[src/demand_paging_frame_manager_macros.svh]
// Assertion helpers shared by the frame manager RTL
`ifndef DEMAND_PAGING_FRAME_MANAGER_MACROS_SVH
`define DEMAND_PAGING_FRAME_MANAGER_MACROS_SVH

// Property holds at every clock edge outside reset
`define DPFM_ASSERT(label, prop, msg) \
  label: assert property (@(posedge clk) disable iff (!rst_n) prop) else $error(msg);

// Condition never holds outside reset
`define DPFM_NEVER(label, cond, msg) \
  label: assert property (@(posedge clk) disable iff (!rst_n) !(cond)) else $error(msg);

`endif

[src/dpfm_pkg.sv]
package dpfm_pkg;

  // Default sizing
  localparam int unsigned DEF_MAX_PAGES      = 64;
  localparam int unsigned DEF_MAX_FRAMES     = 16;
  localparam int unsigned DEF_MAX_SWAP_SLOTS = 64;
  localparam int unsigned DEF_MAX_PAGE_SHIFT = 12;

  // Configuration port
  localparam int unsigned CFG_IDX_W  = 3;
  localparam int unsigned CFG_DATA_W = 7;

  localparam logic [CFG_IDX_W-1:0] REG_PAGE_SHIFT  = 3'd0;
  localparam logic [CFG_IDX_W-1:0] REG_PAGE_COUNT  = 3'd1;
  localparam logic [CFG_IDX_W-1:0] REG_TEXT_PAGES  = 3'd2;
  localparam logic [CFG_IDX_W-1:0] REG_DATA_PAGES  = 3'd3;
  localparam logic [CFG_IDX_W-1:0] REG_FRAME_COUNT = 3'd4;
  localparam logic [CFG_IDX_W-1:0] REG_SWAP_SLOTS  = 3'd5;

  // Status codes
  localparam logic [2:0] ST_OK        = 3'd0;
  localparam logic [2:0] ST_RANGE     = 3'd1;
  localparam logic [2:0] ST_READ_ONLY = 3'd2;
  localparam logic [2:0] ST_SWAP_FULL = 3'd3;
  localparam logic [2:0] ST_LOST      = 3'd4;

  // Fill sources
  localparam logic [1:0] FILL_NONE = 2'd0;
  localparam logic [1:0] FILL_EXEC = 2'd1;
  localparam logic [1:0] FILL_ZERO = 2'd2;
  localparam logic [1:0] FILL_SWAP = 2'd3;

  typedef struct packed {
    logic        cmd;
    logic [17:0] address;
  } dpfm_in_t;

  typedef struct packed {
    logic [2:0]  status;
    logic [1:0]  fill_source;
    logic [5:0]  fill_slot;
    logic [5:0]  page_index;
    logic [3:0]  frame_index;
    logic [15:0] phys_address;
    logic        evicted;
    logic [5:0]  evicted_page;
    logic        writeback;
    logic [5:0]  writeback_slot;
  } dpfm_out_t;

  typedef enum logic [3:0] {
    S_IDLE,
    S_CHECK,
    S_ENTRY,
    S_FRD,
    S_FCMP,
    S_PRD,
    S_PCMP,
    S_SRD,
    S_SCMP,
    S_STAMP,
    S_FILL,
    S_STORE,
    S_FINISH
  } dpfm_state_t;

endpackage

[src/dpfm_ram.sv]
module dpfm_ram #(
  parameter int unsigned WIDTH = 8,
  parameter int unsigned DEPTH = 16,
  localparam int unsigned AW = (DEPTH > 1) ? $clog2(DEPTH) : 1
) (
  input  logic             clk,
  input  logic             we,
  input  logic [AW-1:0]    waddr,
  input  logic [WIDTH-1:0] wdata,
  input  logic [AW-1:0]    raddr,
  output logic [WIDTH-1:0] rdata
);

  logic [WIDTH-1:0] mem [DEPTH];

  // One write port, one registered read port
  always_ff @(posedge clk) begin
    if (we) begin
      mem[waddr] <= wdata;
    end
    rdata <= mem[raddr];
  end

endmodule

[src/demand_paging_frame_manager.sv]
// Demand-paging frame manager: one byte load or store per item, one result item each.
// Page table and frame stamps sit in two single-port-write RAMs with a registered read;
// the swap map is a bit vector read one slot a cycle through a register. A reset clears
// per-entry valid flags and the swap map, so no clearing pass is needed.
// Errors and hits go straight to the report. A fault walks the frame stamps, then on a full
// memory the page table and for a dirty victim the swap map, then fills and reports.
// One item is in flight at a time; a finished result waits in the output register while
// the next item is taken.
`include "demand_paging_frame_manager_macros.svh"

module demand_paging_frame_manager #(
  parameter int unsigned MAX_PAGES      = dpfm_pkg::DEF_MAX_PAGES,
  parameter int unsigned MAX_FRAMES     = dpfm_pkg::DEF_MAX_FRAMES,
  parameter int unsigned MAX_SWAP_SLOTS = dpfm_pkg::DEF_MAX_SWAP_SLOTS,
  parameter int unsigned MAX_PAGE_SHIFT = dpfm_pkg::DEF_MAX_PAGE_SHIFT
) (
  input  logic                                clk,
  input  logic                                rst_n,
  input  logic                                in_valid,
  output logic                                in_stall,
  input  dpfm_pkg::dpfm_in_t                  in_item,
  output logic                                out_valid,
  input  logic                                out_stall,
  output dpfm_pkg::dpfm_out_t                 out_item,
  input  logic                                cfg_valid,
  output logic                                cfg_ready,
  input  logic [dpfm_pkg::CFG_IDX_W-1:0]      cfg_index,
  input  logic [dpfm_pkg::CFG_DATA_W-1:0]     cfg_data
);
  import dpfm_pkg::*;

  localparam int unsigned PW = $clog2(MAX_PAGES);
  localparam int unsigned FW = (MAX_FRAMES > 1) ? $clog2(MAX_FRAMES) : 1;
  localparam int unsigned SW = (MAX_SWAP_SLOTS > 1) ? $clog2(MAX_SWAP_SLOTS) : 1;
  localparam int unsigned LW = (FW > SW) ? FW : SW;
  localparam int unsigned EW = LW + 3;
  // entry layout: valid, dirty, lost, location
  localparam int unsigned E_V = EW - 1;
  localparam int unsigned E_D = EW - 2;
  localparam int unsigned E_L = EW - 3;

  // Configuration registers
  logic [3:0] page_shift_r;
  logic [6:0] page_count_r, text_pages_r, data_pages_r, swap_slots_r;
  logic [4:0] frame_count_r;

  // Control and item registers
  dpfm_state_t state_r, state_nxt;
  logic        cmd_r, cmd_nxt;
  logic [17:0] addr_r, addr_nxt;
  logic [PW-1:0] page_r, page_nxt;
  logic        text_r, text_nxt;
  logic [EW-1:0] cur_r, cur_nxt;
  logic [EW-1:0] vent_r, vent_nxt;
  logic [1:0]  src_r, src_nxt;
  logic [LW-1:0] slot_r, slot_nxt;
  logic [FW-1:0] vic_r, vic_nxt;
  logic [31:0] best_r, best_nxt;
  logic [FW:0] fidx_r, fidx_nxt;
  logic [PW:0] pidx_r, pidx_nxt;
  logic [SW:0] sidx_r, sidx_nxt;
  logic [31:0] cnt_r, cnt_nxt;
  dpfm_out_t   res_r, res_nxt;
  logic        out_valid_r, out_valid_nxt;
  dpfm_out_t   out_item_r, out_item_nxt;

  // Valid flags for the RAM entries
  logic [MAX_PAGES-1:0]      pv_r;
  logic [MAX_FRAMES-1:0]     fv_r;

  // Swap map and its registered read
  logic [MAX_SWAP_SLOTS-1:0] swap_used_r;
  logic                      sw_rdata_r;

  // RAM ports
  logic          pt_we;
  logic [PW-1:0] pt_waddr, pt_raddr;
  logic [EW-1:0] pt_wdata, pt_rdata;
  logic          st_we;
  logic [FW-1:0] st_waddr, st_raddr;
  logic [31:0]   st_wdata, st_rdata;
  logic          sw_we;
  logic [SW-1:0] sw_waddr, sw_raddr;
  logic          sw_wdata;

  dpfm_ram #(.WIDTH(EW), .DEPTH(MAX_PAGES)) u_page_ram (
    .clk(clk), .we(pt_we), .waddr(pt_waddr), .wdata(pt_wdata),
    .raddr(pt_raddr), .rdata(pt_rdata)
  );
  dpfm_ram #(.WIDTH(32), .DEPTH(MAX_FRAMES)) u_stamp_ram (
    .clk(clk), .we(st_we), .waddr(st_waddr), .wdata(st_wdata),
    .raddr(st_raddr), .rdata(st_rdata)
  );

  // Swap map: one bit per slot, one slot read per cycle
  always_ff @(posedge clk) begin
    if (!rst_n) begin
      swap_used_r <= '0;
    end else if (sw_we) begin
      swap_used_r[sw_waddr] <= sw_wdata;
    end
    sw_rdata_r <= swap_used_r[sw_raddr];
  end

  // Clamped configuration
  logic [4:0]  shift_c;
  logic [PW:0] np_c;
  logic [FW:0] nf_c;
  logic [SW:0] ns_c;
  always_comb begin
    shift_c = (32'(page_shift_r) > MAX_PAGE_SHIFT) ? 5'(MAX_PAGE_SHIFT) : 5'(page_shift_r);
    np_c = (32'(page_count_r) > MAX_PAGES) ? (PW+1)'(MAX_PAGES) : (PW+1)'(page_count_r);
    if (frame_count_r == 5'd0) begin
      nf_c = (FW+1)'(1);
    end else if (32'(frame_count_r) > MAX_FRAMES) begin
      nf_c = (FW+1)'(MAX_FRAMES);
    end else begin
      nf_c = (FW+1)'(frame_count_r);
    end
    ns_c = (32'(swap_slots_r) > MAX_SWAP_SLOTS) ? (SW+1)'(MAX_SWAP_SLOTS)
                                                : (SW+1)'(swap_slots_r);
  end

  // Address split
  logic [31:0] limit_w, page_w, offset_w, phys_w, frame_w;
  logic [FW-1:0] frame_sel;
  logic [EW-1:0] ent_w;
  logic [31:0] cnt_inc;
  always_comb begin
    limit_w  = 32'(np_c) << shift_c;
    page_w   = 32'(addr_r) >> shift_c;
    offset_w = 32'(addr_r) & ~(32'hFFFF_FFFF << shift_c);
    frame_w  = 32'(frame_sel);
    phys_w   = (frame_w << shift_c) + offset_w;
    cnt_inc  = (cnt_r == 32'hFFFF_FFFF) ? cnt_r : cnt_r + 32'd1;
  end

  // Main sequencer
  always_comb begin
    logic [31:0] pnum;
    logic [31:0] vpage;
    logic        used;
    state_nxt = state_r;
    cmd_nxt = cmd_r;
    addr_nxt = addr_r;
    page_nxt = page_r;
    text_nxt = text_r;
    cur_nxt = cur_r;
    vent_nxt = vent_r;
    src_nxt = src_r;
    slot_nxt = slot_r;
    vic_nxt = vic_r;
    best_nxt = best_r;
    fidx_nxt = fidx_r;
    pidx_nxt = pidx_r;
    sidx_nxt = sidx_r;
    cnt_nxt = cnt_r;
    res_nxt = res_r;
    out_item_nxt = out_item_r;
    out_valid_nxt = out_valid_r & out_stall;
    pt_we = 1'b0; pt_waddr = page_r; pt_wdata = '0; pt_raddr = page_r;
    st_we = 1'b0; st_waddr = vic_r; st_wdata = cnt_r; st_raddr = fidx_r[FW-1:0];
    sw_we = 1'b0; sw_waddr = sidx_r[SW-1:0]; sw_wdata = 1'b0; sw_raddr = sidx_r[SW-1:0];
    frame_sel = vic_r;
    ent_w = '0;
    pnum = 32'(pidx_r);
    vpage = 32'(page_r);
    used = 1'b0;
    unique case (state_r)
      S_IDLE: begin
        if (in_valid) begin
          cmd_nxt = in_item.cmd;
          addr_nxt = in_item.address;
          res_nxt = '0;
          state_nxt = S_CHECK;
        end
      end
      // Range and permission, then look up the page entry
      S_CHECK: begin
        page_nxt = page_w[PW-1:0];
        text_nxt = page_w < 32'(text_pages_r);
        pt_raddr = page_w[PW-1:0];
        if (32'(addr_r) >= limit_w) begin
          res_nxt.status = ST_RANGE;
          state_nxt = S_FINISH;
        end else begin
          res_nxt.page_index = page_w[5:0];
          if (cmd_r && (page_w < 32'(text_pages_r))) begin
            res_nxt.status = ST_READ_ONLY;
            state_nxt = S_FINISH;
          end else begin
            state_nxt = S_ENTRY;
          end
        end
      end
      S_ENTRY: begin
        ent_w = pv_r[page_r] ? pt_rdata : '0;
        cur_nxt = ent_w;
        frame_sel = ent_w[FW-1:0];
        slot_nxt = ent_w[LW-1:0];
        fidx_nxt = '0;
        if (ent_w[E_V]) begin
          // hit: a store marks dirty and restamps
          res_nxt.frame_index = frame_w[3:0];
          res_nxt.phys_address = phys_w[15:0];
          if (cmd_r) begin
            pt_we = 1'b1;
            pt_wdata = ent_w | (EW'(1) << E_D);
            st_we = 1'b1;
            st_waddr = ent_w[FW-1:0];
            cnt_nxt = cnt_inc;
          end
          state_nxt = S_FINISH;
        end else if (!text_r && ent_w[E_L]) begin
          res_nxt.status = ST_LOST;
          state_nxt = S_FINISH;
        end else begin
          if (text_r) begin
            src_nxt = FILL_EXEC;
          end else if (!ent_w[E_D]) begin
            src_nxt = (vpage < (32'(text_pages_r) + 32'(data_pages_r))) ? FILL_EXEC : FILL_ZERO;
          end else begin
            src_nxt = FILL_SWAP;
          end
          state_nxt = S_FRD;
        end
      end
      // Frame walk: first free frame, else least stamp
      S_FRD: begin
        if (!fv_r[fidx_r[FW-1:0]]) begin
          vic_nxt = fidx_r[FW-1:0];
          state_nxt = S_STAMP;
        end else begin
          state_nxt = S_FCMP;
        end
      end
      S_FCMP: begin
        if ((fidx_r == '0) || (st_rdata < best_r)) begin
          best_nxt = st_rdata;
          vic_nxt = fidx_r[FW-1:0];
        end
        pidx_nxt = '0;
        if (fidx_r + 1'b1 == nf_c) begin
          state_nxt = S_PRD;
        end else begin
          fidx_nxt = fidx_r + 1'b1;
          state_nxt = S_FRD;
        end
      end
      // Page walk for the victim's owner
      S_PRD: begin
        pt_raddr = pidx_r[PW-1:0];
        state_nxt = S_PCMP;
      end
      S_PCMP: begin
        ent_w = pv_r[pidx_r[PW-1:0]] ? pt_rdata : '0;
        if (ent_w[E_V] && (ent_w[LW-1:0] == LW'(vic_r))) begin
          res_nxt.evicted = 1'b1;
          res_nxt.evicted_page = pnum[5:0];
          vent_nxt = ent_w;
          sidx_nxt = '0;
          if (ent_w[E_D] && (pnum >= 32'(text_pages_r))) begin
            state_nxt = S_SRD;
          end else begin
            pt_we = 1'b1;
            pt_waddr = pidx_r[PW-1:0];
            pt_wdata = ent_w & ~((EW'(1) << E_V) | (EW'(1) << E_D));
            state_nxt = S_STAMP;
          end
        end else if (pnum + 32'd1 == MAX_PAGES) begin
          state_nxt = S_STAMP;
        end else begin
          pidx_nxt = pidx_r + 1'b1;
          state_nxt = S_PRD;
        end
      end
      // Swap walk for the dirty victim
      S_SRD: begin
        if (sidx_r >= ns_c) begin
          pt_we = 1'b1;
          pt_waddr = pidx_r[PW-1:0];
          pt_wdata = (vent_r & ~(EW'(1) << E_V)) | (EW'(1) << E_L);
          res_nxt.status = ST_SWAP_FULL;
          state_nxt = S_STAMP;
        end else begin
          state_nxt = S_SCMP;
        end
      end
      S_SCMP: begin
        used = sw_rdata_r;
        if (!used) begin
          sw_we = 1'b1;
          sw_wdata = 1'b1;
          pt_we = 1'b1;
          pt_waddr = pidx_r[PW-1:0];
          pt_wdata = {1'b0, vent_r[E_D], vent_r[E_L], LW'(sidx_r[SW-1:0])};
          res_nxt.writeback = 1'b1;
          res_nxt.writeback_slot = 6'(32'(sidx_r));
          state_nxt = S_STAMP;
        end else begin
          sidx_nxt = sidx_r + 1'b1;
          state_nxt = S_SRD;
        end
      end
      // Stamp counter step for taking the frame; release the swap slot being read
      S_STAMP: begin
        cnt_nxt = cnt_inc;
        res_nxt.fill_source = src_r;
        if (src_r == FILL_SWAP) begin
          res_nxt.fill_slot = 6'(32'(slot_r));
          if (32'(slot_r) < MAX_SWAP_SLOTS) begin
            sw_we = 1'b1;
            sw_waddr = SW'(slot_r);
            sw_wdata = 1'b0;
          end
        end
        state_nxt = S_FILL;
      end
      S_FILL: begin
        st_we = 1'b1;
        cnt_nxt = cnt_inc;
        pt_we = 1'b1;
        pt_wdata = {1'b1,
                    cmd_r | (~text_r & cur_r[E_D]),
                    ~text_r & cur_r[E_L],
                    LW'(vic_r)};
        res_nxt.frame_index = frame_w[3:0];
        res_nxt.phys_address = phys_w[15:0];
        state_nxt = cmd_r ? S_STORE : S_FINISH;
      end
      S_STORE: begin
        st_we = 1'b1;
        cnt_nxt = cnt_inc;
        state_nxt = S_FINISH;
      end
      S_FINISH: begin
        if (!out_valid_r || !out_stall) begin
          out_item_nxt = res_r;
          out_valid_nxt = 1'b1;
          state_nxt = S_IDLE;
        end
      end
      default: begin
        state_nxt = S_IDLE;
      end
    endcase
  end

  // Registers
  always_ff @(posedge clk) begin
    if (!rst_n) begin
      state_r <= S_IDLE;
      cnt_r <= 32'd1;
      out_valid_r <= 1'b0;
      pv_r <= '0;
      fv_r <= '0;
      page_shift_r <= 4'd4;
      page_count_r <= 7'd64;
      text_pages_r <= 7'd0;
      data_pages_r <= 7'd0;
      frame_count_r <= 5'd16;
      swap_slots_r <= 7'd64;
    end else begin
      state_r <= state_nxt;
      cnt_r <= cnt_nxt;
      out_valid_r <= out_valid_nxt;
      if (pt_we) pv_r[pt_waddr] <= 1'b1;
      if (st_we) fv_r[st_waddr] <= 1'b1;
      if (cfg_valid) begin
        unique case (cfg_index)
          REG_PAGE_SHIFT:  page_shift_r <= cfg_data[3:0];
          REG_PAGE_COUNT:  page_count_r <= cfg_data;
          REG_TEXT_PAGES:  text_pages_r <= cfg_data;
          REG_DATA_PAGES:  data_pages_r <= cfg_data;
          REG_FRAME_COUNT: frame_count_r <= cfg_data[4:0];
          REG_SWAP_SLOTS:  swap_slots_r <= cfg_data;
          default: ;
        endcase
      end
    end
    cmd_r <= cmd_nxt;
    addr_r <= addr_nxt;
    page_r <= page_nxt;
    text_r <= text_nxt;
    cur_r <= cur_nxt;
    vent_r <= vent_nxt;
    src_r <= src_nxt;
    slot_r <= slot_nxt;
    vic_r <= vic_nxt;
    best_r <= best_nxt;
    fidx_r <= fidx_nxt;
    pidx_r <= pidx_nxt;
    sidx_r <= sidx_nxt;
    res_r <= res_nxt;
    out_item_r <= out_item_nxt;
  end

  assign in_stall = (state_r != S_IDLE);
  assign out_valid = out_valid_r;
  assign out_item = out_item_r;
  assign cfg_ready = 1'b1;

  // Checks
  `DPFM_NEVER(a_stamp_nonzero, cnt_r == 32'd0, "stamp counter reached zero")
  `DPFM_ASSERT(a_out_from_finish, $rose(out_valid_r) |-> $past(state_r) == S_FINISH, "stray result")
  `DPFM_ASSERT(a_frames_stay_used, $countones(fv_r) >= $past($countones(fv_r)), "frame freed")
  `DPFM_ASSERT(a_idle_holds, (state_r == S_IDLE) && !in_valid |=> state_r == S_IDLE, "left idle")

endmodule

[config.mk]
export PLATFORM = sky130hd
export DESIGN_NAME = demand_paging_frame_manager
export DESIGN_NICKNAME = d
export VERILOG_FILES = /design/src/dpfm_pkg.sv /design/src/dpfm_ram.sv /design/src/demand_paging_frame_manager.sv
export VERILOG_INCLUDE_DIRS = /design/src /design/src/src
export SDC_FILE = /design/constraint.sdc
export NUM_CORES = 2
export LEC_CHECK = 0
export BUFFER_PORTS_ARGS = -buffer_cell sky130_fd_sc_hd__buf_2
export CAP_MARGIN = 10
export CELL_PAD_IN_SITES_DETAIL_PLACEMENT = 1
export CELL_PAD_IN_SITES_GLOBAL_PLACEMENT = 1
export CORE_MARGIN = 1.5
export CORE_UTILIZATION = 46
export DETAILED_ROUTE_END_ITERATION = 10
export PLACE_DENSITY_LB_ADDON = 0.1
export SLEW_MARGIN = 20
export SYNTH_ARGS = -nofsm -noshare
export SYNTH_HDL_FRONTEND = slang
export SYNTH_SLANG_ARGS = --single-unit
[constraint.sdc]
create_clock -name clk -period 10.67 [get_ports clk]
set_clock_uncertainty 0.15 [all_clocks]
set_input_delay 0 -clock clk [delete_from_list [all_inputs] [get_ports clk]]
set_output_delay 0 -clock clk [all_outputs]
set_load 0.1 [all_outputs]
==> out/qor.log <==
qor: outcome.outcome finished clean
qor: synthesis.ys.flop_type edfxtp_1
qor: layout.filler_cell_count 13720
qor: synthesis.synth_cell_types 81
qor: synthesis.synth_top_family_by_area multiplexers
qor: cts.cts-buffers-inserted 163
qor: layout.leading_cell_type_in_the_layout_fill_and_taps_excluded edfxtp_1
qor: cts.worst_setup_hold_path_clk_slew 0.06 ns
qor: synthesis.post_synth_fa_ha_maj_area_fraction 0.01969
qor: floorplanning.die_footprint 144900 µm²
qor: place.io_port_bufs 86
qor: synthesis.synthXorXnorAreaFrac 0.008013
qor: layout.mostFrequentLayoutCells 1289 x edfxtp_1, 658 x nand2_1, 260 x dfxtp_1, 219 x mux2i_1, 212 x mux4_2
qor: synthesis.synth-simple-area-share 0.09926
qor: global_route.grt_max_degree 144
qor: pwr.power.leakage 0.02673 µW
qor: cts.insertion_delay 0.80 ns
qor: timing.relative_slew_margins 0.2170
qor: layout.post_route_cells_drive_above_1_share 0.1378
qor: route.final_antenna_net_count 0
qor: pwr.switchingPower 6288 µW
qor: layout.ff_latch_area 43910 µm²
qor: synthesis.synth_area_per_cell 14.16 µm²
qor: global_route.grt_overflow_total 0
qor: floorplanning.num_io_pins 88
qor: synthesis.async_reset_ff_frac 0
qor: timing.achievable-frequency 0.1598 GHz
qor: layout.final_net_count 4887
qor: synthesis.postSynthCellCount 4633
qor: layout.stdcell_count 6776
qor: cts.clock_sinks 1549
qor: global_route.grt_pass1_vias 41280
qor: pwr.power_share_of_the_sequential_group 0.406
qor: floorplanning.die_height 380.6 µm
qor: global_route.grt.total_usage 0.2518
qor: route.route.detailed.vias_per_inst 5.852
qor: floorplanning.die_w 380.6 µm
qor: timing.hold_violations 0
qor: floorplanning.start_util 0.4632
qor: synthesis.synth_compound_area_frac 0.07368
qor: min_path.holdCritPathClass primary input to register
qor: place.placed_cell_area 68140 µm²
qor: floorplanning.rows 138
qor: critical_path.type_of_the_worst_setup_path register to register
qor: cts.htree_num_levels 4
qor: layout.finalInstanceArea 73950 µm²
qor: timing.max_slew.worst_pin.slew 1.175 ns
qor: synthesis.yosys-mux-area-fraction 0.1073
qor: synthesis.synth_edf_count 1289
qor: route.routed_wire_length_per_instance 26.98 µm
qor: floorplanning.core 141600 µm²
qor: timing.rsz0062_at_grt false
qor: place.post-place-cells 6414
qor: timing.fin_crit 6.257 ns
qor: synthesis.seq_cells_post_synth 1549
qor: global_route.grt_antenna_before_repair 2
qor: synthesis.synth_area 65590 µm²
qor: route.first_pass_iters 8
qor: place.dpl.hpwl 109.7 mm
qor: layout.area_delta_synth_final 12.75%
qor: critical_path.worst-path-max-fanout 17
qor: cts.tritoncts done
qor: critical_path.timing.critical_path.to_type register
qor: cts.post_cts_resized 0
qor: cts.clock-root-buffer clkbuf_16
qor: pwr.share_clk_of_total_power 0.306
qor: place.gpl.final_weighted_congestion 0.8538
qor: synthesis.synth.yosys.warnings 0
qor: job.cap_viol_max_count 0
qor: route.drt_iter0_markers 2993
qor: layout.finish.utilization 0.5223
qor: layout.multi_input_comb_area 20430 µm²
qor: pwr.switching_share 0.3483
qor: cts.post_cts.repair.setup_buffers 0
qor: global_route.first_pass_grt_wire_length 270.9 mm
qor: pwr.pwr_density_cell 244.1 nW/µm²
qor: route.num_vias 39650
qor: timing.drv_slew 0
qor: pwr.pwr-share-comb 0.287
qor: timing.setup_violations 0
qor: critical_path.critical_path_required 10.92 ns
qor: critical_path.timing.reg2reg.setup_slack 4.41 ns
qor: timing.min_period_over_period 0.5864
qor: pwr.power_report.internal_total 11770 µW
qor: cts.clockBufferDepth 3
qor: critical_path.critical_path_arrival 6.51 ns
qor: timing.totalNegativeSetupSlack 0 ns
qor: critical_path.critical_path.startpoint_type register
qor: synthesis.ys_seq_area_frac 0.6695
qor: route.wl 182.8 mm
qor: route.detail_route.drc_violations 0
qor: pwr.vdd_drop_max 0.0002412 V
-- synthesized netlist by cell type (13+ instances only) --
cell type  instances  area [µm²]
inv_1             90       337.8
dfxtp_1          260        5205
ha_1             100        1251
xor2_1            28       245.2
nor3_1            31       155.2
a21o_1            41       307.8
a31oi_1           32       200.2
xnor2_1           32       280.3
a21boi_0          61       457.9
a22oi_1           25       187.7
o21a_1            24       180.2
nor2b_1           86       538.0
a32oi_1           32       280.3
nand2b_1          29       181.4
o21ai_0          106       530.5
a21oi_1          105       525.5
nor2_1           203       762.0
mux4_2           212        4775
a22o_1            65       569.3
o211ai_1          65       488.0
or3_1             43       269.0
and3_1            32       200.2
and2_1            75       469.2
nand2_1          662        2485
a221oi_1          13       113.9
nand4_1           35       219.0
mux2i_1          219        2192
a211oi_1          33       247.7
edfxtp_1        1289       38710
clkbuf_1         183       686.9
buf_1             45       168.9
nand3_1          196       980.9
buf_2             40       200.2
-- critical path: stages (launching register included) --
cell,delay (ns)
edfxtp_1,0.58
buf_4,0.38
mux4_2,0.56
mux4_2,0.49
mux4_2,0.66
nand3_2,0.14
or4_1,0.16
a21oi_2,0.06
o21ai_4,0.42
nor2_1,0.13
a21oi_2,0.46
nand2_1,0.76
nor2_1,0.88
-- layout make-up --
type	instances	area share
clock buffer	207	0.05848
inverter	95	0.004822
timing repair buffer	226	0.02289
clock inverter	92	0.01171
sequential	1549	0.5938
multi-input combinational	2716	0.2763
antenna	1	0.00003384
tap	1890	0.03198
-- registers in the layout, summed over array words and instances (netlist names), 7 cells and up --
signal	flops
u_stamp_ram.mem	512
data_pages_r	7
cnt_r	32
best_r	32
res_r	51
pv_r	64
addr_r	18
out_item	51
u_page_ram.rdata	9
swap_used_r	64
u_page_ram.mem	576
text_pages_r	7
pidx_r	7
page_count_r	7
sidx_r	7
cur_r	8
swap_slots_r	7
vent_r	8
fv_r	16
u_stamp_ram.rdata	32
-- metrics by stage --
stage | hold slack, ns | worst slack, ns | power [µW]
6_report | 0.03735 | 4.413 | 18050
2_1_floorplan | -0.05113 | 4.573 | 10700
5_1_grt | 0.04179 | 4.073 | 18780
3_5_place_dp | 0.02846 | 4.493 | 12610
3_3_place_gp | 0.02677 | 4.648 | 12540
4_1_cts | 0.005190 | 4.426 | 18170
-- power by group through the flow --
stage	registers, µW	logic [µW]	clock network (µW)
4_1_cts	7330	5200	5630
5_1_grt	7360	5580	5840
6_report	7330	5190	5530
3_5_place_dp	7460	5160	0
2_1_floorplan	7330	3370	0
3_3_place_gp	7450	5090	0
-- metal layers --
metal	track usage	vias up	wire, µm
li1	-	17830	-
met1	0.3418	20570	79670
met2	0.4151	964	89040
met3	0.04099	296	8686
met4	0.08035	2	5390
met5	0	-	13
-- logic make-up after synthesis --
family                     after synthesis
and+or+nand+nor                       1425
DFF                                   1549
buffers and inverters                  370
xor gates and xnor gates                60
muxes                                  437
AOI/OAI and AO/OA                      688
other                                    2
adders and majority gates              102
-- path summary, 6_finish.rpt --
| check | start | to | cells after the start |
|---|---|---|---|
| setup / recovery | pidx_r[0]$_SDFFCE_PN0P_ | u_page_ram.mem[45][1]$_DFFE_PP_ | 12 |
| hold / removal | cfg_data[5] | text_pages_r[5]$_SDFFE_PN0P_ | 4 |
| setup reg to reg | pidx_r[0]$_SDFFCE_PN0P_ | u_page_ram.mem[45][1]$_DFFE_PP_ | 12 |
| hold reg to reg | res_r[46]$_SDFFCE_PN0P_ | out_item[46]$_DFFE_PP_ | 0 |
-- repair_timing --
action	in CTS	in global routing
setup endpoints to repair	0	0
endpoints found under the hold margin	180	0
hold buffers	62	0
No activity file was read; power rests on OpenSTA's default activity.
